File: src/brrf_pkg.sv
// Shared types and constants of the binary rectangle region finder.
// Holds the queue entry, region record, result kinds and scan states.
// Depends on nothing; every other file of the block uses it.
package brrf_pkg;

	// Largest image the bitmap store holds.
	localparam int MAX_ROWS = 64;
	localparam int MAX_COLS = 64;
	// Width of the row and column count registers and of in-image coordinates.
	localparam int DIM_W = 7;
	// Width of the linear load position.
	localparam int POS_W = 13;
	// Width of a column position plus a run step during the scan.
	localparam int CRD_W = DIM_W + 1;
	// Width of a full width times height product.
	localparam int AREA_W = 2 * DIM_W;
	// Widths of the coordinate and area result fields.
	localparam int OUT_POS_W = 6;
	localparam int OUT_AREA_W = 13;
	// Command queue between the loader and the scanner.
	localparam int QUEUE_DEPTH = 2;
	localparam int QPTR_W = $clog2(QUEUE_DEPTH);

	typedef enum logic [1:0] {
		KIND_WIDE = 2'd0,
		KIND_AREA = 2'd1,
		KIND_TALL = 2'd2
	} kind_t;

	typedef enum logic {
		REG_ROW_COUNT = 1'b0,
		REG_COL_COUNT = 1'b1
	} reg_index_t;

	typedef enum logic [3:0] {
		S_IDLE,
		S_CELL,
		S_CHK_CUR,
		S_CHK_UP,
		S_V_RD,
		S_V_CHK,
		S_H_RD,
		S_H_CHK,
		S_AREA,
		S_UPDATE,
		S_EMIT_W,
		S_EMIT_A,
		S_EMIT_T
	} scan_state_t;

	// One command from the loader: an optional pixel store, and a scan
	// request with the image size that the scan must use.
	typedef struct packed {
		logic             scan;
		logic             store;
		logic             pixel;
		logic [DIM_W-1:0] row;
		logic [DIM_W-1:0] col;
		logic [DIM_W-1:0] rows;
		logic [DIM_W-1:0] cols;
	} op_t;

	typedef struct packed {
		logic [DIM_W-1:0]  row;
		logic [DIM_W-1:0]  col;
		logic [DIM_W-1:0]  w;
		logic [DIM_W-1:0]  h;
		logic [AREA_W-1:0] area;
	} region_t;

endpackage

File: src/brrf_fifo.sv
// Short command queue between the loader and the scanner.
// Holds brrf_pkg::op_t entries; uses brrf_pkg.
module brrf_fifo (
	input  logic          clk,
	input  logic          arst_n,
	input  logic          push,
	input  brrf_pkg::op_t push_op,
	input  logic          pop,
	output brrf_pkg::op_t head_op,
	output logic          full,
	output logic          empty
);

	localparam int DEPTH = brrf_pkg::QUEUE_DEPTH;
	localparam int AW = brrf_pkg::QPTR_W;
	localparam int CW = $clog2(DEPTH + 1);

	brrf_pkg::op_t entry_q [DEPTH];
	logic [AW-1:0] wr_ptr_q, rd_ptr_q;
	logic [CW-1:0] count_q;

	assign full = (count_q == CW'(DEPTH));
	assign empty = (count_q == '0);
	assign head_op = entry_q[rd_ptr_q];

	always_ff @(posedge clk) begin
		if (push) begin
			entry_q[wr_ptr_q] <= push_op;
		end
	end

	always_ff @(posedge clk or negedge arst_n) begin
		if (!arst_n) begin
			wr_ptr_q <= '0;
			rd_ptr_q <= '0;
			count_q <= '0;
		end else begin
			if (push) begin
				wr_ptr_q <= wr_ptr_q + AW'(1);
			end
			if (pop) begin
				rd_ptr_q <= rd_ptr_q + AW'(1);
			end
			if (push && !pop) begin
				count_q <= count_q + CW'(1);
			end else if (pop && !push) begin
				count_q <= count_q - CW'(1);
			end
		end
	end

endmodule

File: config.mk
export PLATFORM = sky130hd
export DESIGN_NAME = brrf_fifo
export DESIGN_NICKNAME = d
export VERILOG_FILES = /design/src/brrf_pkg.sv /design/src/brrf_fifo.sv
export SDC_FILE = /design/constraint.sdc
export NUM_CORES = 1
export LEC_CHECK = 0
export ABC_CLOCK_PERIOD_IN_PS = 3100
export BUFFER_PORTS_ARGS = -buffer_cell sky130_fd_sc_hd__buf_2
export CAP_MARGIN = 5
export CORE_ASPECT_RATIO = 1.4
export CORE_MARGIN = 1.5
export CORE_UTILIZATION = 50
export CTS_CLUSTER_SIZE = 30
export DETAILED_ROUTE_END_ITERATION = 10
export HOLD_SLACK_MARGIN = 0.03
export PLACE_DENSITY = 0.77
export SETUP_SLACK_MARGIN = 0.5
export SYNTH_ARGS = -nofsm -noshare
export SYNTH_HDL_FRONTEND = slang
export SYNTH_SLANG_ARGS = --single-unit
File: constraint.sdc
create_clock -name clk -period 3.1 [get_ports clk]
set_input_delay 0.465 -clock clk [delete_from_list [all_inputs] [get_ports clk]]
set_output_delay 0.465 -clock clk [all_outputs]
set_load 0.1 [all_outputs]
==> impl_results.md, run 1 <==
* Crit-path slowest cell: dfrtp_4
* Synth Area in XOR/XNOR at 1.70%
* Buffers on Ports at 67
* I/O pin count at 68
* Clock sinks at 66
* Seq/Total Area, Yosys at 76.1%
* Crit share post-route at 74.1%
* Nets at 225
* Die Ht at 88.0 um
* Inserted Diodes at 0
* Initial antenna violation count at 0
* Final Hold Viols at 0
* Startpoint types: flop
* WP data required at 2630 ps
* Final ANT Viol Nets at 0
* Crit path from: rd_ptr_q$_DFFE_PN0P_
* Clock latency on the worst-skew pair at 330 ps
* Reg2Reg Depth at 2
* Max Cap Violations at 0
* Routability cong. at 0.661
* Setup-failing EPs final at 0
* Count of mapped cells out of synthesis at 113
* Std-Cell Core Area at 0.00492 mm2
* Total GRT Usage at 15.4%
* Simple-gate share of the synthesized area at 1.02%
* Count of warnings emitted by yosys at 0
* CP Class: reg -> out
* Mux cell area share after synthesis at 17.8%
* Cell area after synthesis at 0.00258 mm2
* Total Wirelength at 4.02 mm
* Drt pass-1 iters at 4
* Largest net degree at the start of global routing at 33
* Die ar. at 0.00560 mm2
* Crit-path cells: mux2_2 > buf_2
* Vias at 1246
* Routed len/inst at 15.6 um
* Clk buf depth at 2
* Area grow syn2layout at 21.7%
* Synth cell types at 13
* Clock Pin Slew Worst Setup and Hold Paths at 60 ps
* Worst-path fanout max at 32
* Worst Max-Slew Pin Slew at 893 ps
* F_max at 0.435 GHz
* DRC at 0
* Worst Hold Class: in -> reg
* Post-DR vias/cell at 4.85
* H-tree levels at 3
* Clk_skew at 3.50 ps
* Dpl hpwl at 2.75 mm
* Worst reg-to-reg setup slack at 1510 ps
* Register bit total from synthesis at 66
* Fin. max-slew vios at 0
* Last element of the critical path: head_op[10]
* Initial core utilization at 52.4%
* Fin crit period at 2300 ps
* Die span in x at 63.7 um
* Rows at 30
* Setup tns final at 0 ps
* Unrepaired setup endpoints after global routing: no
* Syn Nets at 149
* Worst relative slew slack at 40.3%
* CTS Buf Count at 9
* Synth Area in Compound Gates at 0%
* CP endpoint kind: primary output
* WP data arrival at 1830 ps
* Gr ovfl total at 0
* Combinational family with the most area after synthesis: multiplexers
* CTS tree: done
* Crit path largest cell delay at 790 ps
* Status: complete, no violations
* Vias in the first global route at 1292
* Initial drt markers at 19
* First-pass GRT wire length at 6.09 mm
* Reg-to-Reg End: entry_q[1][20]$_DFFE_PP_
* Root Buffer: clkbuf_8
* RR Startpoint: wr_ptr_q$_DFFE_PN0P_
* Synth Area in Adders at 0.485%
* Mean post-synth cell area at 22.8 um2
* Share of cells above drive strength 1 at 58.0%
[repair_timing]
action / 4_1_cts / 5_1_grt
setup buffers: 0 / 0
hold buffers: 1 / 0
resized for setup: 0 / 1
endpoints found under the setup margin: 0 / 24
endpoints found under the hold margin: 4 / 0
[flip-flops by register name (all words and copies together), names as in the netlist]
signal / flops
rd_ptr_q: 1
count_q: 2
wr_ptr_q: 1
entry_q: 62
[through the flow]
stage	instances	setup slack (ps)	instance area [um2]	hold slack, ps	util, %
finish	257	803	3140	325	63.8
global route	257	746	3140	304	63.8
CTS	257	526	3130	304	63.7
detailed placement	241	885	2950	282	60.0
global placement	241	937	2950	271	60.0
floorplan	113	807	2580	169	-
[metal layers]
| layer | part of all wire, % | GRT usage [%] |
|---|---|---|
| met1 | 39 | 16.0 |
| met2 | 54 | 26.2 |
| met3 | 4.3 | 3.86 |
| met4 | 2.7 | 12.8 |
| met5 | 0 | 0 |
[cells in the final DEF (no fill, tap or decap)]
| master | n |
|---|---|
| mux2_4 | 29 |
| dlygate4sd3_1 | 1 |
| mux2_2 | 2 |
| clkbuf_1 | 1 |
| dfrtp_1 | 3 |
| clkbuf_8 | 9 |
| dfrtp_4 | 1 |
| nor2_1 | 2 |
| bufinv_16 | 1 |
| clkinv_2 | 1 |
| ha_1 | 1 |
| clkinv_1 | 3 |
| nor2b_1 | 1 |
| inv_1 | 1 |
| buf_2 | 67 |
| edfxtp_1 | 62 |
| xnor2_1 | 1 |
| buf_12 | 1 |
| nor2b_4 | 1 |
| xor2_1 | 4 |
| and2_1 | 1 |
[worst min path at each step]
stage                      from                        to  depth (start not counted)
finish              push_op[28]  entry_q[0][28]$_DFFE_PP_                          1
global route        push_op[28]  entry_q[0][28]$_DFFE_PP_                          1
CTS                 push_op[28]  entry_q[0][28]$_DFFE_PP_                          1
detailed placement       arst_n    count_q[0]$_DFFE_PN0P_                          1
global placement         arst_n    count_q[1]$_DFFE_PN0P_                          1
floorplan                arst_n    count_q[0]$_DFFE_PN0P_                          0
[synthesized netlist by cell type]
cell type / number / area [um2]
xnor2_1: 1 / 8.76
buf_12: 3 / 60.1
xor2_1: 4 / 35.0
ha_1: 1 / 12.5
edfxtp_1: 62 / 1860
inv_1: 1 / 3.75
dfrtp_1: 4 / 100
nor2_1: 2 / 7.51
mux2_2: 2 / 22.5
nor2b_1: 2 / 12.5
mux2_4: 29 / 435
buf_6: 1 / 11.3
and2_1: 1 / 6.26
[worst max-delay path, delay by kind of cell, from the launching register on]
kind / cells / cell delay [ps]
buffers and inverters: 1 / 290
DFF: 1 / 790
muxes: 1 / 400
[kinds of logic (layout without fill, tap and decap cells)]
kind of cell / count (synthesis) / after routing
xor+xnor: 5 / 5
flops: 66 / 66
fa+ha+maj: 1 / 1
mux: 31 / 31
buf+inv: 5 / 85
simple gates: 5 / 5
[area by class of cell]
class	count	area [um2]
Clock buffer	10	128
Tap cell	64	80.1
Clock inverter	5	46.3
Timing Repair Buffer	69	365
Sequential cell	66	1970
Fill cell	358	1780
Multi-Input combinational cell	42	548
Inverter	1	3.75
Power of run 1 is left out: the tool's default activity adds up to more than one toggle a clock period on the data nets, which glitch-free logic cannot reach.
==> run 2, diff against run 1 <==
--- a/config.mk
+++ b/config.mk
@@ -5,16 +5,16 @@
 export SDC_FILE = /design/constraint.sdc
 export NUM_CORES = 1
 export LEC_CHECK = 0
-export ABC_CLOCK_PERIOD_IN_PS = 3100
+export ABC_CLOCK_PERIOD_IN_PS = 2000
 export BUFFER_PORTS_ARGS = -buffer_cell sky130_fd_sc_hd__buf_2
 export CAP_MARGIN = 5
 export CORE_ASPECT_RATIO = 1.4
 export CORE_MARGIN = 1.5
-export CORE_UTILIZATION = 50
+export CORE_UTILIZATION = 47
 export CTS_CLUSTER_SIZE = 30
 export DETAILED_ROUTE_END_ITERATION = 10
 export HOLD_SLACK_MARGIN = 0.03
-export PLACE_DENSITY = 0.77
+export PLACE_DENSITY = 0.76
 export SETUP_SLACK_MARGIN = 0.5
 export SYNTH_ARGS = -nofsm -noshare
 export SYNTH_HDL_FRONTEND = slang
==> constraint.sdc (replaced) <==
create_clock -name clk -period 2 [get_ports clk]
set_input_delay 0.3 -clock clk [delete_from_list [all_inputs] [get_ports clk]]
set_output_delay 0.3 -clock clk [all_outputs]
set_load 0.1 [all_outputs]
==> impl_results.md, run 2 (synthesis gave the netlist of run 1 again) <==
* Clock latency on the worst-skew pair at 320 ps
* Largest Register: entry_q
* Final Hold Viols at 0
* Inserted Diodes at 0
* Max reg flops at 62
* CTS Buf Count at 9
* CP endpoint kind: primary output
* Most frequent cells in the layout: edfxtp_1 (62), buf_2 (34), buf_12 (34)
* Crit share post-route at 88.1%
* Fin. max-slew vios at 0
* Worst-path fanout max at 14
* H-tree levels at 3
* Rows at 31
* Multi-input gate area in the final layout at 568 um2
* Most common cell after layout, fill and taps aside: edfxtp_1
* First-pass GRT wire length at 6.80 mm
* CP Class: reg -> out
* Clk_skew at 4.69 ps
* Total GRT Usage at 16.2%
* Worst relative slew slack at 73.4%
* Fin crit period at 1760 ps
* Register Area at 0.00197 mm2
* Die span in x at 65.6 um
* WP data arrival at 1460 ps
* Unrepaired setup endpoints after global routing: yes
* I/O pin count at 68
* Routability cong. at 0.653
* Die ar. at 0.00594 mm2
* Clock sinks at 66
* Clk buf depth at 2
* Std-Cell Core Area at 0.00524 mm2
* Fill cells at 331
* Initial antenna violation count at 0
* Drt pass-1 iters at 4
* Largest registers: entry_q x62, count_q x2
* Final ANT Viol Nets at 0
* Initial core utilization at 49.2%
* Die Ht at 90.6 um
* Post-DR vias/cell at 4.76
* Total Wirelength at 4.28 mm
* Setup tns final at 0 ps
* Setup-failing EPs final at 0
* Worst Hold Class: in -> reg
* Startpoint types: flop
* Max Cap Violations at 0
* Reg2Reg Depth at 2
* Vias in the first global route at 1364
* Area grow syn2layout at 42.8%
* CTS tree: done
* DRC at 0
* Initial drt markers at 21
* Root Buffer: clkbuf_8
* Hold depth at 1
* Status: complete, no violations
* Vias at 1261
* F_max at 0.567 GHz
* Buffers on Ports at 67
* Routed len/inst at 16.2 um
* Nets at 230
* Worst Max-Slew Pin Slew at 399 ps
* WP data required at 1700 ps
* Share of cells above drive strength 1 at 61.8%
* Clock Pin Slew Worst Setup and Hold Paths at 60 ps
* Gr ovfl total at 0
* Largest net degree at the start of global routing at 32
## run 2: routing by layer
layer	part of all wire, %	global-route usage (%)
met2	60	28.3
met3	4.8	4.61
met1	33	16.6
met4	1.9	9.38
met5	0	0
## run 2: cell type report
cell class | instances | area share (%)
Timing Repair Buffer | 74 | 24.6
Clock inverter | 4 | 0.510
Inverter | 1 | 0.102
Clock buffer | 12 | 3.67
Multi-Input combinational cell | 42 | 15.4
Tap cell | 66 | 2.24
Sequential cell | 66 | 53.4
## run 2: critical path: stages, from the launching register on
cell,delay (ps)
dfrtp_2,450
buf_12,190
mux2_4,330
buf_12,170
## run 2: path summary, 6_finish.rpt
| check | slack, ps | from | end |
|---|---|---|---|
| max in group asynchronous | 1540 | arst_n | rd_ptr_q$_DFFE_PN0P_ |
| max | 240 | rd_ptr_q$_DFFE_PN0P_ | head_op[7] |
| min reg2reg | 520 | count_q[1]$_DFFE_PN0P_ | count_q[1]$_DFFE_PN0P_ |
| min | 160 | push_op[14] | entry_q[0][14]$_DFFE_PP_ |
| max reg2reg | 650 | wr_ptr_q$_DFFE_PN0P_ | entry_q[1][15]$_DFFE_PP_ |
| min in group asynchronous | 320 | arst_n | wr_ptr_q$_DFFE_PN0P_ |
## run 2: through the flow
stage	hold slack (ps)	cell area, um2	util, %	std cells	worst slack [ps]
2_1_floorplan	4.41	2600	-	113	639
3_3_place_gp	106	3480	66.5	246	472
3_5_place_dp	115	3480	66.5	246	434
4_1_cts	144	3680	70.2	265	205
5_1_grt	145	3680	70.3	265	185
6_report	165	3680	70.3	265	238
## run 2: timing repair
action,4_1_cts,5_1_grt
endpoints found under the setup margin,33,33
endpoints found under the hold margin,4,0
setup buffers,2,0
hold buffers,1,0
gates resized for setup,5,2
Power of run 2 is left out for the same reason.
==> run 3, diff against run 2 <==
--- a/config.mk
+++ b/config.mk
@@ -5,7 +5,7 @@
 export SDC_FILE = /design/constraint.sdc
 export NUM_CORES = 1
 export LEC_CHECK = 0
-export ABC_CLOCK_PERIOD_IN_PS = 2000
+export ABC_CLOCK_PERIOD_IN_PS = 1600
 export BUFFER_PORTS_ARGS = -buffer_cell sky130_fd_sc_hd__buf_2
 export CAP_MARGIN = 5
 export CORE_ASPECT_RATIO = 1.4
@@ -14,7 +14,8 @@
 export CTS_CLUSTER_SIZE = 30
 export DETAILED_ROUTE_END_ITERATION = 10
 export HOLD_SLACK_MARGIN = 0.03
-export PLACE_DENSITY = 0.76
+export PLACE_DENSITY = 0.75
+export RECOVER_POWER = 25
 export SETUP_SLACK_MARGIN = 0.5
 export SYNTH_ARGS = -nofsm -noshare
 export SYNTH_HDL_FRONTEND = slang
==> constraint.sdc (replaced) <==
create_clock -name clk -period 1.6 [get_ports clk]
set_input_delay 0.24 -clock clk [delete_from_list [all_inputs] [get_ports clk]]
set_output_delay 0.24 -clock clk [all_outputs]
set_load 0.1 [all_outputs]
==> impl_results.md, run 3 (synthesis gave the netlist of run 1 again) <==
* Status: complete, but fails checks
* Failing checks: negative setup slack
* Clk_skew at 7.72 ps
* Most frequent cells in the layout: edfxtp_1 (62), buf_12 (37), mux2_4 (31)
* Root Buffer: clkbuf_8
* DP Area at 0.00320 mm2
* Total Wirelength at 4.72 mm
* Crit share post-route at 105%
* Largest registers: entry_q x62, count_q x2
* Final worst slack at -80.3 ps
* Largest net degree at the start of global routing at 20
* Final Hold Viols at 0
* Met1 Track Usage GR at 15.9%
* Fin crit period at 1680 ps
* Initial drt markers at 27
* Nets at 236
* Vias at 1327
* CTS Buf Count at 9
* Met3 usage at 5.61%
* Buffers on Ports at 67
* Max reg flops at 62
* Std-Cell Core Area at 0.00524 mm2
* Final ANT Viol Nets at 0
* Largest Register: entry_q
* Die span in x at 65.6 um
* Routability cong. at 0.676
* Routed len/inst at 17.5 um
* Post-DR vias/cell at 4.91
* Fill cells at 330
* F_max at 0.595 GHz
* Rows at 31
* CTS tree: done
* WP data required at 1360 ps
* Setup-failing EPs final at 31
* First-pass GRT wire length at 7.22 mm
* Clock sinks at 66
* Clock latency on the worst-skew pair at 320 ps
* Initial antenna violation count at 0
* Dpl hpwl at 3.08 mm
* Vias in the first global route at 1530
* I/O pin count at 68
* Met2 usage at 31.6%
* Multi-input gate area in the final layout at 573 um2
* Fin. max-slew vios at 0
* Clk buf depth at 2
* Gr ovfl total at 0
* Setup tns final at -2000 ps
* H-tree levels at 3
* Unrepaired setup endpoints after global routing: yes
* Worst Hold Class: in -> reg
* Most common cell after layout, fill and taps aside: edfxtp_1
* WP data arrival at 1440 ps
* Die Ht at 90.6 um
* Clock Pin Slew Worst Setup and Hold Paths at 70 ps
* Grt peak-use layer: met2
* Startpoint types: flop
* Post-Route Utilization at 73.1%
* Worst reg-to-reg setup slack at 470 ps
* Hold slack final at 102 ps
* Area grow syn2layout at 48.6%
* Register Area at 0.00197 mm2
* Worst-path fanout max at 19
* CP endpoint kind: primary output
* Total GRT Usage at 17.5%
* CP Class: reg -> out
* Die ar. at 0.00594 mm2
* Share of cells above drive strength 1 at 59.8%
* DRC at 0
* Max Cap Violations at 0
* Worst relative slew slack at 88.6%
* Fin area at 0.00383 mm2
* Inserted Diodes at 0
* Initial core utilization at 49.2%
* Worst Max-Slew Pin Slew at 170 ps
* Drt pass-1 iters at 6
[run 3: cell types whose count changed in the layout (fill, tap and decap cells not counted)]
cell | before | now
buf_4 | 3 | 2
clkbuf_16 | 0 | 2
clkbuf_1 | 3 | 7
and2_4 | 0 | 1
buf_12 | 34 | 37
mux2_2 | 1 | 0
buf_8 | 0 | 2
buf_2 | 34 | 28
clkinv_2 | 3 | 1
and2_2 | 1 | 0
mux2_4 | 30 | 31
clkinv_1 | 1 | 3
bufinv_16 | 0 | 1
[run 3: what timing repair did]
item	CTS	global route
resized for setup	95	5
setup buffers	2	1
cloned	0	3
hold endpoints to repair	4	0
pin swaps	3	3
setup endpoints to repair	83	80
hold buffers	1	0
[run 3: area by class of cell]
type,instances,area share [%]
clock buffer,10,3.33
clock inverter,5,1.21
inverter,1,0.0980
multi-input combinational,42,15.0
sequential,66,51.3
tap,66,2.16
timing repair buffer,80,26.9
[run 3: through the flow]
stage	setup slack, ps	instances
2_1_floorplan	293	113
3_5_place_dp	159	248
5_1_grt	-120	270
6_report	-80.3	270
4_1_cts	-78.5	266
3_3_place_gp	171	248
[run 3: path summary, 6_finish.rpt]
kind	from	endpoint	depth (start not counted)
setup / recovery	rd_ptr_q$_DFFE_PN0P_	head_op[14]	3
hold reg to reg	count_q[1]$_DFFE_PN0P_	count_q[1]$_DFFE_PN0P_	2
setup reg to reg	wr_ptr_q$_DFFE_PN0P_	entry_q[1][25]$_DFFE_PP_	2
min in group asynchronous	arst_n	wr_ptr_q$_DFFE_PN0P_	2
hold / removal	push_op[18]	entry_q[1][18]$_DFFE_PP_	1
max in group asynchronous	arst_n	rd_ptr_q$_DFFE_PN0P_	2
[run 3: worst max-delay path, stage by stage (launching register included)]
cell,delay [ps]
dfrtp_2,430
buf_12,170
mux2_4,330
buf_12,170
[run 3: per-layer routing]
layer | part of all wire [%] | vias to the layer above
met5 | 0 | -
met1 | 31 | 652
met4 | 3.8 | 0
li1 | - | 609
met3 | 5.0 | 14
met2 | 60 | 52
Power of run 3 is left out for the same reason.
