===== src/brrf_pkg.sv =====
// Shared types and constants of the binary rectangle region finder.
// Holds the queue entry, region record, result kinds and scan states.
// Depends on nothing; every other file of the block uses it.
package brrf_pkg;

	// Largest image the bitmap store holds.
	localparam int MAX_ROWS = 64;
	localparam int MAX_COLS = 64;
	// Width of the row and column count registers and of in-image coordinates.
	localparam int DIM_W = 7;
	// Width of the linear load position.
	localparam int POS_W = 13;
	// Width of a column position plus a run step during the scan.
	localparam int CRD_W = DIM_W + 1;
	// Width of a full width times height product.
	localparam int AREA_W = 2 * DIM_W;
	// Widths of the coordinate and area result fields.
	localparam int OUT_POS_W = 6;
	localparam int OUT_AREA_W = 13;
	// Command queue between the loader and the scanner.
	localparam int QUEUE_DEPTH = 2;
	localparam int QPTR_W = $clog2(QUEUE_DEPTH);

	typedef enum logic [1:0] {
		KIND_WIDE = 2'd0,
		KIND_AREA = 2'd1,
		KIND_TALL = 2'd2
	} kind_t;

	typedef enum logic {
		REG_ROW_COUNT = 1'b0,
		REG_COL_COUNT = 1'b1
	} reg_index_t;

	typedef enum logic [3:0] {
		S_IDLE,
		S_CELL,
		S_CHK_CUR,
		S_CHK_UP,
		S_V_RD,
		S_V_CHK,
		S_H_RD,
		S_H_CHK,
		S_AREA,
		S_UPDATE,
		S_EMIT_W,
		S_EMIT_A,
		S_EMIT_T
	} scan_state_t;

	// One command from the loader: an optional pixel store, and a scan
	// request with the image size that the scan must use.
	typedef struct packed {
		logic             scan;
		logic             store;
		logic             pixel;
		logic [DIM_W-1:0] row;
		logic [DIM_W-1:0] col;
		logic [DIM_W-1:0] rows;
		logic [DIM_W-1:0] cols;
	} op_t;

	typedef struct packed {
		logic [DIM_W-1:0]  row;
		logic [DIM_W-1:0]  col;
		logic [DIM_W-1:0]  w;
		logic [DIM_W-1:0]  h;
		logic [AREA_W-1:0] area;
	} region_t;

endpackage


===== src/brrf_front.sv =====
// Loader front end: configuration registers, load position tracking and
// command generation for the queue. Uses brrf_pkg.
// Recomputes row and column of the load position after each register write.
module brrf_front (
	input  logic                         clk,
	input  logic                         arst_n,
	input  logic                         start,
	input  logic                         pixel,
	output logic                         busy,
	input  logic                         cfg_wr_en,
	input  logic                         cfg_index,
	input  logic [brrf_pkg::DIM_W-1:0]   cfg_wdata,
	input  logic                         fifo_full,
	output logic                         push,
	output brrf_pkg::op_t                op
);

	localparam int DW = brrf_pkg::DIM_W;
	localparam int PW = brrf_pkg::POS_W;
	localparam int CNT_W = $clog2(PW + 1);

	function automatic logic [DW-1:0] clamp_dim(input logic [DW-1:0] v, input int maxv);
		logic [DW-1:0] res;
		res = v;
		if (v == '0) begin
			res = DW'(1);
		end else if (int'(v) > maxv) begin
			res = DW'(maxv);
		end
		return res;
	endfunction

	logic [DW-1:0]    row_count_q, col_count_q;
	logic [DW-1:0]    rows, cols;
	logic [PW-1:0]    pos_q, pos_nxt;
	logic [PW-1:0]    r_q;
	logic [DW-1:0]    c_q;
	logic [DW:0]      c_inc;
	logic [2*DW-1:0]  total;
	logic             accept, complete, in_image;

	// Restoring divider state for position / columns.
	logic             div_act_q;
	logic [CNT_W-1:0] div_cnt_q;
	logic [DW-1:0]    rem_q, rem_nxt;
	logic [PW-1:0]    dq_q, dq_nxt;
	logic [DW:0]      trial;
	logic             ge;

	always_comb begin
		rows = clamp_dim(row_count_q, brrf_pkg::MAX_ROWS);
		cols = clamp_dim(col_count_q, brrf_pkg::MAX_COLS);
		total = {{DW{1'b0}}, rows} * {{DW{1'b0}}, cols};
		busy = div_act_q | fifo_full;
		accept = start & ~busy;
		pos_nxt = pos_q + PW'(1);
		complete = ({1'b0, pos_nxt} >= total);
		in_image = (r_q < {{(PW-DW){1'b0}}, rows});
		c_inc = {1'b0, c_q} + (DW+1)'(1);

		trial = {rem_q, dq_q[PW-1]};
		ge = (trial >= {1'b0, cols});
		rem_nxt = ge ? DW'(trial - {1'b0, cols}) : trial[DW-1:0];
		dq_nxt = {dq_q[PW-2:0], ge};

		push = accept;
		op.scan = complete;
		op.store = in_image;
		op.pixel = pixel;
		op.row = r_q[DW-1:0];
		op.col = c_q;
		op.rows = rows;
		op.cols = cols;
	end

	always_ff @(posedge clk or negedge arst_n) begin
		if (!arst_n) begin
			row_count_q <= DW'(64);
			col_count_q <= DW'(64);
			pos_q <= '0;
			r_q <= '0;
			c_q <= '0;
			div_act_q <= 1'b0;
			div_cnt_q <= '0;
			rem_q <= '0;
			dq_q <= '0;
		end else if (cfg_wr_en) begin
			unique case (brrf_pkg::reg_index_t'(cfg_index))
				brrf_pkg::REG_ROW_COUNT: begin
					row_count_q <= cfg_wdata;
				end
				brrf_pkg::REG_COL_COUNT: begin
					col_count_q <= cfg_wdata;
				end
				default: begin
				end
			endcase
			div_act_q <= 1'b1;
			div_cnt_q <= CNT_W'(PW);
			rem_q <= '0;
			dq_q <= pos_q;
		end else if (div_act_q) begin
			rem_q <= rem_nxt;
			dq_q <= dq_nxt;
			div_cnt_q <= div_cnt_q - CNT_W'(1);
			if (div_cnt_q == CNT_W'(1)) begin
				div_act_q <= 1'b0;
				r_q <= dq_nxt;
				c_q <= rem_nxt;
			end
		end else if (accept) begin
			if (complete || pos_nxt == '0) begin
				pos_q <= '0;
				r_q <= '0;
				c_q <= '0;
			end else begin
				pos_q <= pos_nxt;
				if (c_inc == {1'b0, cols}) begin
					c_q <= '0;
					r_q <= r_q + PW'(1);
				end else begin
					c_q <= c_inc[DW-1:0];
				end
			end
		end
	end

endmodule


===== config.mk =====
export PLATFORM = sky130hd
export DESIGN_NAME = brrf_front
export DESIGN_NICKNAME = d
export VERILOG_FILES = /design/src/brrf_pkg.sv /design/src/brrf_front.sv
export SDC_FILE = /design/constraint.sdc
export NUM_CORES = 1
export LEC_CHECK = 0
export ABC_AREA = 1
export BUFFER_PORTS_ARGS = -buffer_cell sky130_fd_sc_hd__buf_2
export CORE_MARGIN = 1.5
export CORE_UTILIZATION = 67
export CTS_CLUSTER_DIAMETER = 80
export DETAILED_ROUTE_END_ITERATION = 8
export PLACE_DENSITY = 0.95
export SLEW_MARGIN = 20
export SYNTH_ARGS = -nofsm -noshare
export SYNTH_HDL_FRONTEND = slang
export SYNTH_SLANG_ARGS = --single-unit

===== constraint.sdc =====
create_clock -name clk -period 12 [get_ports clk]
set_input_delay 0.6 -clock clk [delete_from_list [all_inputs] [get_ports clk]]
set_output_delay 0.6 -clock clk [all_outputs]
set_load 0.005 [all_outputs]

==> run metrics, run 1 <==
dominant cell type by area after synthesis=dfrtp_1; Tmin final=slightly above 7 ns; total wire length=17.0 mm; pre-CTS setup slack=5.29 ns; top-count cell post-synth=nand2_1; gr usage total=0.333; syn_nets=between 1000 and 1500; worst setup margin=4.74 ns; critical path's slowest cell=dfstp_2; kind of critical path=reg2out; synth warn=0; die area=~11000 um2; Worst Path Arrival=6.66 ns; CTS tree=done; failing checks=DRC; routability cong.=roughly 0.95; power density over the cells=between 150 and 200 nW/um2; total grt overflow=0; CP bufs+invs=7; peak supply drop=0.0840 mV; Total Neg Setup Slack=0 ns; final hold vios=0; Starting DRT DRC Count=625; TritonCTS Buffers=9; core footprint=9730 um2; CTS clk-pin slew, worst paths=0.08 ns; Final period util=0.605; number of synthesized register bits=72; status=finished with violations; max-cap viol count=0; non-filler cells, final=1081; Final Core Density=0.729; initial antenna violation count=0; Post-synth EDFFs=0; CTS H-tree depth=3; mean area per synthesized cell=7.24 um2; RSZ-0062 raised after global routing=false; Async S/R FF share, synth=1.00; Max stage delay on crit path=0.61 ns; Vias=between 6000 and 7000; # setup viols final=0; CTS resizes=0; most used flip-flop cell after synthesis=dfrtp_1; worst hold slack=0.442 ns; Post-Place Cells=1067; Post-synth top cells=241 x nand2_1, 130 x inv_1, 88 x nor2_1, 70 x dfrtp_1, 63 x ha_1; largest net degree at the start of global routing=73; DRC viols=1; CP delay by family, top=adder cells; share of cells above drive strength 1=0.105; internal reg-to-reg setup slack=5.08 ns; die extent in y=around 100 um; Most common cell on crit path=nand2_1; first-pass GRT wire length=27.3 mm; area share of the largest cell type after synthesis=0.261; Post-DP HPWL=12.2 mm; Sw Ratio=0.478; Cell variety after synth=45; worst skew pair latency=0.37 ns; Initial Util=0.689; Routed wire per std cell=15.7 um; Peak Freq=138 MHz; Worst setup EP type=primary output; Sw Pwr=616 uW; I/O Buffers=44; Design Power=1.29 mW; sequential power share=0.323; Int Power=671 uW; worst hold path type=in2async; Net count, final=1047; Max Transition Viols Final=0; Setup Skew=0.00969 ns; vias in the first global route=around 5800; Post-CTS Hold Fix Bufs=0; synth top area cells=dfrtp_1 26%, nand2_1 13%, ha_1 12%, fa_1 7.5%, inv_1 7.3%; CP required=11.40 ns; Synth Instances=926; DRT Pass-1 Iters=7; # IOs=47; Die X=slightly above 100 um; clk buf depth=2; clk sink count=72; Combinational Power Share=0.523; relative slew slack=0.381; Filler cells=764; Clock power frac=0.154; Placement Cell Area=6890 um2; antenna diode count=0; sequential area share after synthesis=0.269; DR vias/cell=a little under 6; final instance area=about 7100 um2; Core Rows=36; Area Growth Syn to Fin=5.67%; Antenna Violating Nets Remaining=0; leakage=approximately 3.8 nW; post-CTS setup buffer count=0; Cell Area, Synth=about 6700 um2; worst-margin pin slew=0.928 ns; crit-path max FO=16; Root Driver=clkbuf_8; CP startpoint kind=flip-flop
[registers in the layout (all words and copies together), names as in the netlist]
name / cells
rem_q: 7
div_cnt_q: 4
row_count_q: 7
dq_q: 13
r_q: 13
pos_q: 13
col_count_q: 7
c_q: 7
div_act_q: 1
[final cells by class]
| class | count | area, um2 | area share |
|---|---|---|---|
| clock buffer | 11 | 151 | 0.0214 |
| clock inverter | 3 | 42.5 | 0.00600 |
| inverter | 139 | 527 | 0.0743 |
| multi-input combinational | 675 | 4150 | 0.585 |
| sequential | 72 | 1800 | 0.255 |
| tap | 133 | 166 | 0.0235 |
| timing repair buffer | 48 | 250 | 0.0353 |
[worst paths after layout]
kind / startpoint / to / cells after the start
worst max-delay path: row_count_q[6]$_DFFE_PN1P_ / op[30] / 29
worst min-delay path: arst_n / pos_q[9]$_DFFE_PN0P_ / 2
worst max register to register: row_count_q[6]$_DFFE_PN1P_ / c_q[3]$_DFFE_PN0P_ / 31
worst min register to register: row_count_q[3]$_DFFE_PN0P_ / row_count_q[3]$_DFFE_PN0P_ / 2
max in group asynchronous: arst_n / row_count_q[4]$_DFFE_PN0P_ / 2
min in group clk: row_count_q[3]$_DFFE_PN0P_ / row_count_q[3]$_DFFE_PN0P_ / 2
[power groups by stage]
stage / Clock [mW] / Combinational, mW / Sequential (mW)
4_1_cts: 0.198 / 0.663 / 0.410
6_report: 0.199 / 0.673 / 0.416
3_5_place_dp: 0 / 0.649 / 0.413
3_3_place_gp: 0 / 0.622 / 0.408
2_1_floorplan: 0 / 0.532 / 0.374
5_1_grt: 0.208 / 0.762 / 0.423
[routing by layer]
layer | up-vias | share of wire | global-route usage | wire length (um)
met5 | - | 0 | 0 | 0
met4 | 0 | 0.026 | 0.134 | 441
met3 | 51 | 0.092 | 0.0759 | 1550
met2 | 354 | 0.48 | 0.538 | 8130
met1 | 3003 | 0.40 | 0.434 | 6840
li1 | 2995 | - | - | -
[cells in the final DEF (no fill, tap or decap), types with 3 or more instances in the layout]
cell      synthesis  layout
ha_1             63      63
buf_2             6      44
xor2_1           15      15
dfrtp_1          70      70
nand4_1          29      29
nor2_2            5       6
nand2_2           6       6
fa_1             25      25
nor2_4            8       8
o31ai_1           3       3
inv_1           130     130
nand3_1          45      45
a22oi_1          10      10
o211ai_1         13      13
o21ai_0          42      42
o21ai_1           5       5
xnor2_1          10      10
a21oi_1          42      42
clkbuf_8          0      11
nand2_1         241     241
nor3_1            6       6
nor2_1           88      87
inv_2             6       6
buf_4            12       4
[logic make-up after synthesis]
kind of cell,after synthesis,share of synthesized area
compound gates,125,0.107
xor+xnor,25,0.0326
fa+ha+maj,88,0.192
buf+inv,179,0.113
flops,72,0.269
simple gates,437,0.286
[worst reg2reg max path, delay by kind of cell, from the launching register on]
family          cells  cell delay [ns]
fa+ha+maj           6             2.75
simple gates       14             1.80
buf+inv             6             0.81
compound gates      4             0.69
flops               1             0.61
xor+xnor            1             0.18
Power figures use the tool's default switching activity.
==> inputs of run 2 (changes only) <==
--- a/config.mk
+++ b/config.mk
@@ -8,10 +8,10 @@
 export ABC_AREA = 1
 export BUFFER_PORTS_ARGS = -buffer_cell sky130_fd_sc_hd__buf_2
 export CORE_MARGIN = 1.5
-export CORE_UTILIZATION = 67
+export CORE_UTILIZATION = 62
 export CTS_CLUSTER_DIAMETER = 80
 export DETAILED_ROUTE_END_ITERATION = 8
-export PLACE_DENSITY = 0.95
+export PLACE_DENSITY = 0.91
 export SLEW_MARGIN = 20
 export SYNTH_ARGS = -nofsm -noshare
 export SYNTH_HDL_FRONTEND = slang
==> constraint.sdc (replaced) <==
create_clock -name clk -period 7.5 [get_ports clk]
set_input_delay 0.375 -clock clk [delete_from_list [all_inputs] [get_ports clk]]
set_output_delay 0.375 -clock clk [all_outputs]
set_load 0.005 [all_outputs]
==> run metrics, run 2 (synthesis results as in run 1) <==
CP startpoint kind=flip-flop; die area=11500 um2 (+7.8%); # IOs=47 (unchanged); biggest registers after layout=dq_q: 13 flops, pos_q: 13 flops, r_q: 13 flops; CTS clk-pin slew, worst paths=0.08 ns (about the same); worst hold path type=in2async; internal reg-to-reg setup slack=0.66 ns (-4.42 ns); Starting DRT DRC Count=768 (+23%); Routed wire per std cell=15.2 um (-3.0%); GR Util met2=0.464 (-0.0741); Post-CTS Hold Fix Bufs=0 (unchanged); Setup Skew=0.0114 ns (+0.00174 ns); M1 GR Usage=0.421 (-0.0130); DRT Pass-1 Iters=7 (unchanged); worst skew pair latency=0.37 ns (about the same); worst hold slack=0.121 ns (-0.321 ns); Post-Place Cells=1071 (+0.37%); Worst Path Arrival=6.63 ns (-0.03 ns); initial antenna violation count=0 (unchanged); Placement Cell Area=6910 um2 (+0.20%); critical path's slowest cell=dfstp_2; non-filler cells, final=1087 (+0.56%); Total Neg Setup Slack=0 ns (unchanged); Vias=6228 (-2.7%); Post-DP HPWL=12.4 mm (+1.2%); TritonCTS Buffers=9 (unchanged); I/O Buffers=44 (unchanged); Net count, final=1048 (+0.096%); CP bufs+invs=7 (unchanged); most used routing layer=met2; Max Transition Viols Final=0 (unchanged); Area Growth Syn to Fin=5.99%; CP delay by family, top=adder cells; CTS tree=done; vias in the first global route=5858 (+0.69%); Worst path depth=29 (unchanged); Die X=107 um (+3.8%); total wire length=16.5 mm (-2.5%); power density over the cells=288 nW/um2 (+58%); Core Rows=37 (+2.8%); RSZ-0062 raised after global routing=false; gr usage total=0.308 (-0.0251); Peak Freq=143 MHz; Final Core Density=0.683 (-0.0460); CTS resizes=0 (unchanged); clk buf depth=2 (unchanged); final hold vios=0 (unchanged); core footprint=10400 um2 (+7.1%); # setup viols final=0 (unchanged); Design Power=2.04 mW (+59%); CP required=7.12 ns (-4.28 ns); peak supply drop=0.186 mV (+120%); Worst setup EP type=primary output; Root Driver=clkbuf_8; largest net degree at the start of global routing=73 (unchanged); RR Startpoint=row_count_q[6]$_DFFE_PN1P_; final instance area=7110 um2 (+0.30%); Antenna Violating Nets Remaining=0 (unchanged); share of cells above drive strength 1=0.106 (+0.000719); relative slew slack=0.252 (-0.130); R2R depth=31 (unchanged); kind of critical path=reg2out; Tmin final=7.01 ns; most frequent cells in the layout=241 x nand2_1, 130 x inv_1, 88 x nor2_1; antenna diode count=0 (unchanged); most common cell after layout, fill and taps aside=nand2_1; post-CTS setup buffer count=0 (unchanged); CTS H-tree depth=3 (unchanged); Most common cell on crit path=nand2_1; crit-path max FO=16 (unchanged); worst setup margin=0.494 ns (-4.25 ns); status=complete, no violations; leakage=3.79 nW (+0.27%); DRC viols=0 (-1); total grt overflow=0 (unchanged); GR Util met3=0.0894 (+0.0134); routability cong.=0.943 (-0.99%); RR Endpoint=c_q[4]$_DFFE_PN0P_; pre-CTS setup slack=0.837 ns (-4.45 ns); clk sink count=72 (unchanged); Initial Util=0.644 (-0.0455); max-cap viol count=0 (unchanged); first-pass GRT wire length=27.8 mm (+1.8%); DR vias/cell=5.73 (-3.3%); Max stage delay on crit path=0.63 ns (+0.02 ns); die extent in y=107 um (+3.8%); Final period util=0.934; worst-margin pin slew=1.12 ns (+0.190 ns)
[run 2: metal layers]
layer | vias to the layer above | part of all wire
li1 | 3007 | -
met5 | - | 0
met4 | 0 | 0.031
met1 | 2846 | 0.42
met2 | 317 | 0.45
met3 | 58 | 0.099
[run 2: power breakdown]
part / switching, mW / total [mW] / internal [mW]
Combinational: 0.657 / 1.06 / 0.405
Clock: 0.151 / 0.317 / 0.166
Sequential: 0.167 / 0.666 / 0.500
[run 2: worst max path at each step]
stage                          startpoint                 end  slack [ns]
6_report       row_count_q[6]$_DFFE_PN1P_              op[30]        0.49
3_5_place_dp   col_count_q[6]$_DFFE_PN1P_  c_q[4]$_DFFE_PN0P_        0.84
5_1_grt        row_count_q[6]$_DFFE_PN1P_              op[30]        0.08
3_3_place_gp   col_count_q[6]$_DFFE_PN1P_  c_q[3]$_DFFE_PN0P_        1.06
4_1_cts        row_count_q[6]$_DFFE_PN1P_              op[30]        0.58
2_1_floorplan  row_count_q[6]$_DFFE_PN1P_              op[30]        1.42
[run 2: cell type report]
cell class | instances | area (um2)
Clock inverter | 1 | 7.51
Clock buffer | 15 | 196
Timing Repair Buffer | 49 | 260
Sequential cell | 72 | 1800
Inverter | 139 | 527
Multi-Input combinational cell | 675 | 4140
Fill cell | 843 | 3310
Tap cell | 136 | 170
==> inputs of run 3 (changes only) <==
--- a/config.mk
+++ b/config.mk
@@ -7,7 +7,7 @@
 export LEC_CHECK = 0
 export ABC_AREA = 1
 export BUFFER_PORTS_ARGS = -buffer_cell sky130_fd_sc_hd__buf_2
-export CORE_MARGIN = 1.5
+export CORE_MARGIN = 1
 export CORE_UTILIZATION = 62
 export CTS_CLUSTER_DIAMETER = 80
 export DETAILED_ROUTE_END_ITERATION = 8
==> run metrics, run 3 (synthesis results as in run 1) <==
status=complete, no violations; Net count, final=1047 (-0.095%); Placement Cell Area=6900 um2 (-0.11%); final hold vios=0 (unchanged); most common cell after layout, fill and taps aside=nand2_1; DRT Pass-1 Iters=5 (-2); I/O Buffers=44 (unchanged); die extent in y=106 um (-0.93%); CP required=7.12 ns (about the same); post-CTS setup buffer count=0 (unchanged); total grt overflow=0 (unchanged); CP startpoint kind=flip-flop; CTS H-tree depth=3 (unchanged); gr usage total=0.307 (about the same); worst hold path type=in2async; routability cong.=0.921 (-2.3%); core footprint=10400 um2 (unchanged); Int Power=1.13 mW (+5.9%); CP bufs+invs=7 (unchanged); Worst Path Arrival=6.70 ns (+0.07 ns); Core Rows=37 (unchanged); clk sink count=72 (unchanged); Sw Pwr=981 uW (+0.64%); Tmin final=7.08 ns (+0.0701 ns); crit-path max FO=16 (unchanged); antenna diode count=0 (unchanged); first-pass GRT wire length=27.3 mm (-1.7%); Antenna Violating Nets Remaining=0 (unchanged); total wire length=16.5 mm (about the same); Total Neg Setup Slack=0 ns (unchanged); Sw Ratio=0.464 (-0.0126); non-filler cells, final=1086 (-0.092%); CTS resizes=0 (unchanged); Starting DRT DRC Count=680 (-11%); DR vias/cell=5.77 (+0.64%); Routed wire per std cell=15.2 um (+0.11%); Root Driver=clkbuf_8; worst skew pair latency=0.37 ns (about the same); Peak Freq=141 MHz (-0.99%); Post-Place Cells=1070 (-0.093%); Max Transition Viols Final=0 (unchanged); Die X=106 um (-0.93%); TritonCTS Buffers=9 (unchanged); power density over the cells=296 nW/um2 (+2.9%); Max stage delay on crit path=0.75 ns (+0.12 ns); relative slew slack=0.306 (+0.0542); share of cells above drive strength 1=0.105 (-0.000941); Final period util=0.944 (+0.00935); DRC viols=0 (unchanged); worst setup margin=0.424 ns (-0.0701 ns); worst-margin pin slew=1.04 ns (-0.0810 ns); CP delay by family, top=adder cells; kind of critical path=reg2out; Setup Skew=0.00611 ns (-0.00531 ns); max-cap viol count=0 (unchanged); register area=1800 um2 (unchanged); Multi-input gate area=4140 um2 (unchanged); initial antenna violation count=0 (unchanged); # setup viols final=0 (unchanged); largest net degree at the start of global routing=73 (unchanged); Most common cell on crit path=nand2_1; Clock power frac=0.186 (+0.031); leakage=3.81 nW (+0.46%); CTS tree=done; sequential power share=0.313 (-0.013); most frequent cells in the layout=241 x nand2_1, 130 x inv_1, 88 x nor2_1; die area=11200 um2 (-1.9%); RSZ-0062 raised after global routing=false; vias in the first global route=5775 (-1.4%); Post-CTS Hold Fix Bufs=0 (unchanged); Combinational Power Share=0.501 (-0.018); Initial Util=0.644 (unchanged); critical path's slowest cell=dfstp_2; Filler cells=826 (-2.0%); # IOs=47 (unchanged); biggest registers after layout=dq_q: 13 flops, pos_q: 13 flops, r_q: 13 flops; Area Growth Syn to Fin=6.49%; peak supply drop=0.181 mV (-2.4%); pre-CTS setup slack=0.854 ns (+0.0174 ns); Worst setup EP type=primary output; Vias=6262 (+0.55%); clk buf depth=2 (unchanged); CTS clk-pin slew, worst paths=0.08 ns (about the same); final instance area=7140 um2 (+0.48%); Design Power=2.11 mW (+3.4%); Post-DP HPWL=12.4 mm (+0.12%)
run 3: cell types whose count changed in the layout (fill, tap and decap cells not counted):
cell / delta
clkbuf_8: -4
clkinv_4: +1
buf_4: -1
clkinv_2: +1
clkinvlp_4: -1
bufinv_16: +3
run 3: area by class of cell:
| type | count | area share |
|---|---|---|
| clock inverters | 5 | 0.0145 |
| flip-flops and latches | 72 | 0.253 |
| clock buffers | 11 | 0.0198 |
| repair buffers | 48 | 0.0354 |
| inverters | 139 | 0.0737 |
| multi-input cells | 675 | 0.580 |
| well taps | 136 | 0.0238 |
run 3: stage by stage:
stage,hold WS [ns],utilization
2_1_floorplan,0.0794,-
3_3_place_gp,0.465,0.662
3_5_place_dp,0.477,0.662
4_1_cts,0.189,0.686
5_1_grt,0.215,0.686
6_report,0.135,0.686
run 3: power by group through the flow:
stage	clock, mW	combinational [mW]	sequential (mW)
6_report	0.393	1.06	0.662
5_1_grt	0.403	1.20	0.673
4_1_cts	0.388	1.05	0.653
3_5_place_dp	0	1.04	0.659
3_3_place_gp	0	1.00	0.654
2_1_floorplan	0	0.851	0.599
run 3: worst paths after layout:
kind,from,to,slack [ns],depth (start not counted)
max in group asynchronous,arst_n,col_count_q[5]$_DFFE_PN0P_,6.77,1
max reg2reg,col_count_q[6]$_DFFE_PN1P_,c_q[4]$_DFFE_PN0P_,0.58,31
min reg2reg,r_q[10]$_DFFE_PN0P_,r_q[10]$_DFFE_PN0P_,0.49,2
max,col_count_q[6]$_DFFE_PN1P_,op[30],0.42,29
min in group clk,cfg_wdata[6],row_count_q[6]$_DFFE_PN1P_,0.26,3
min,arst_n,pos_q[9]$_DFFE_PN0P_,0.13,1
run 3: per-layer routing:
layer / up-vias / track usage / share of wire
met3: 51 / 0.0540 / 0.087
met4: 0 / 0.142 / 0.034
met2: 286 / 0.481 / 0.45
li1: 3003 / - / -
met1: 2922 / 0.416 / 0.43
met5: - / 0 / 0
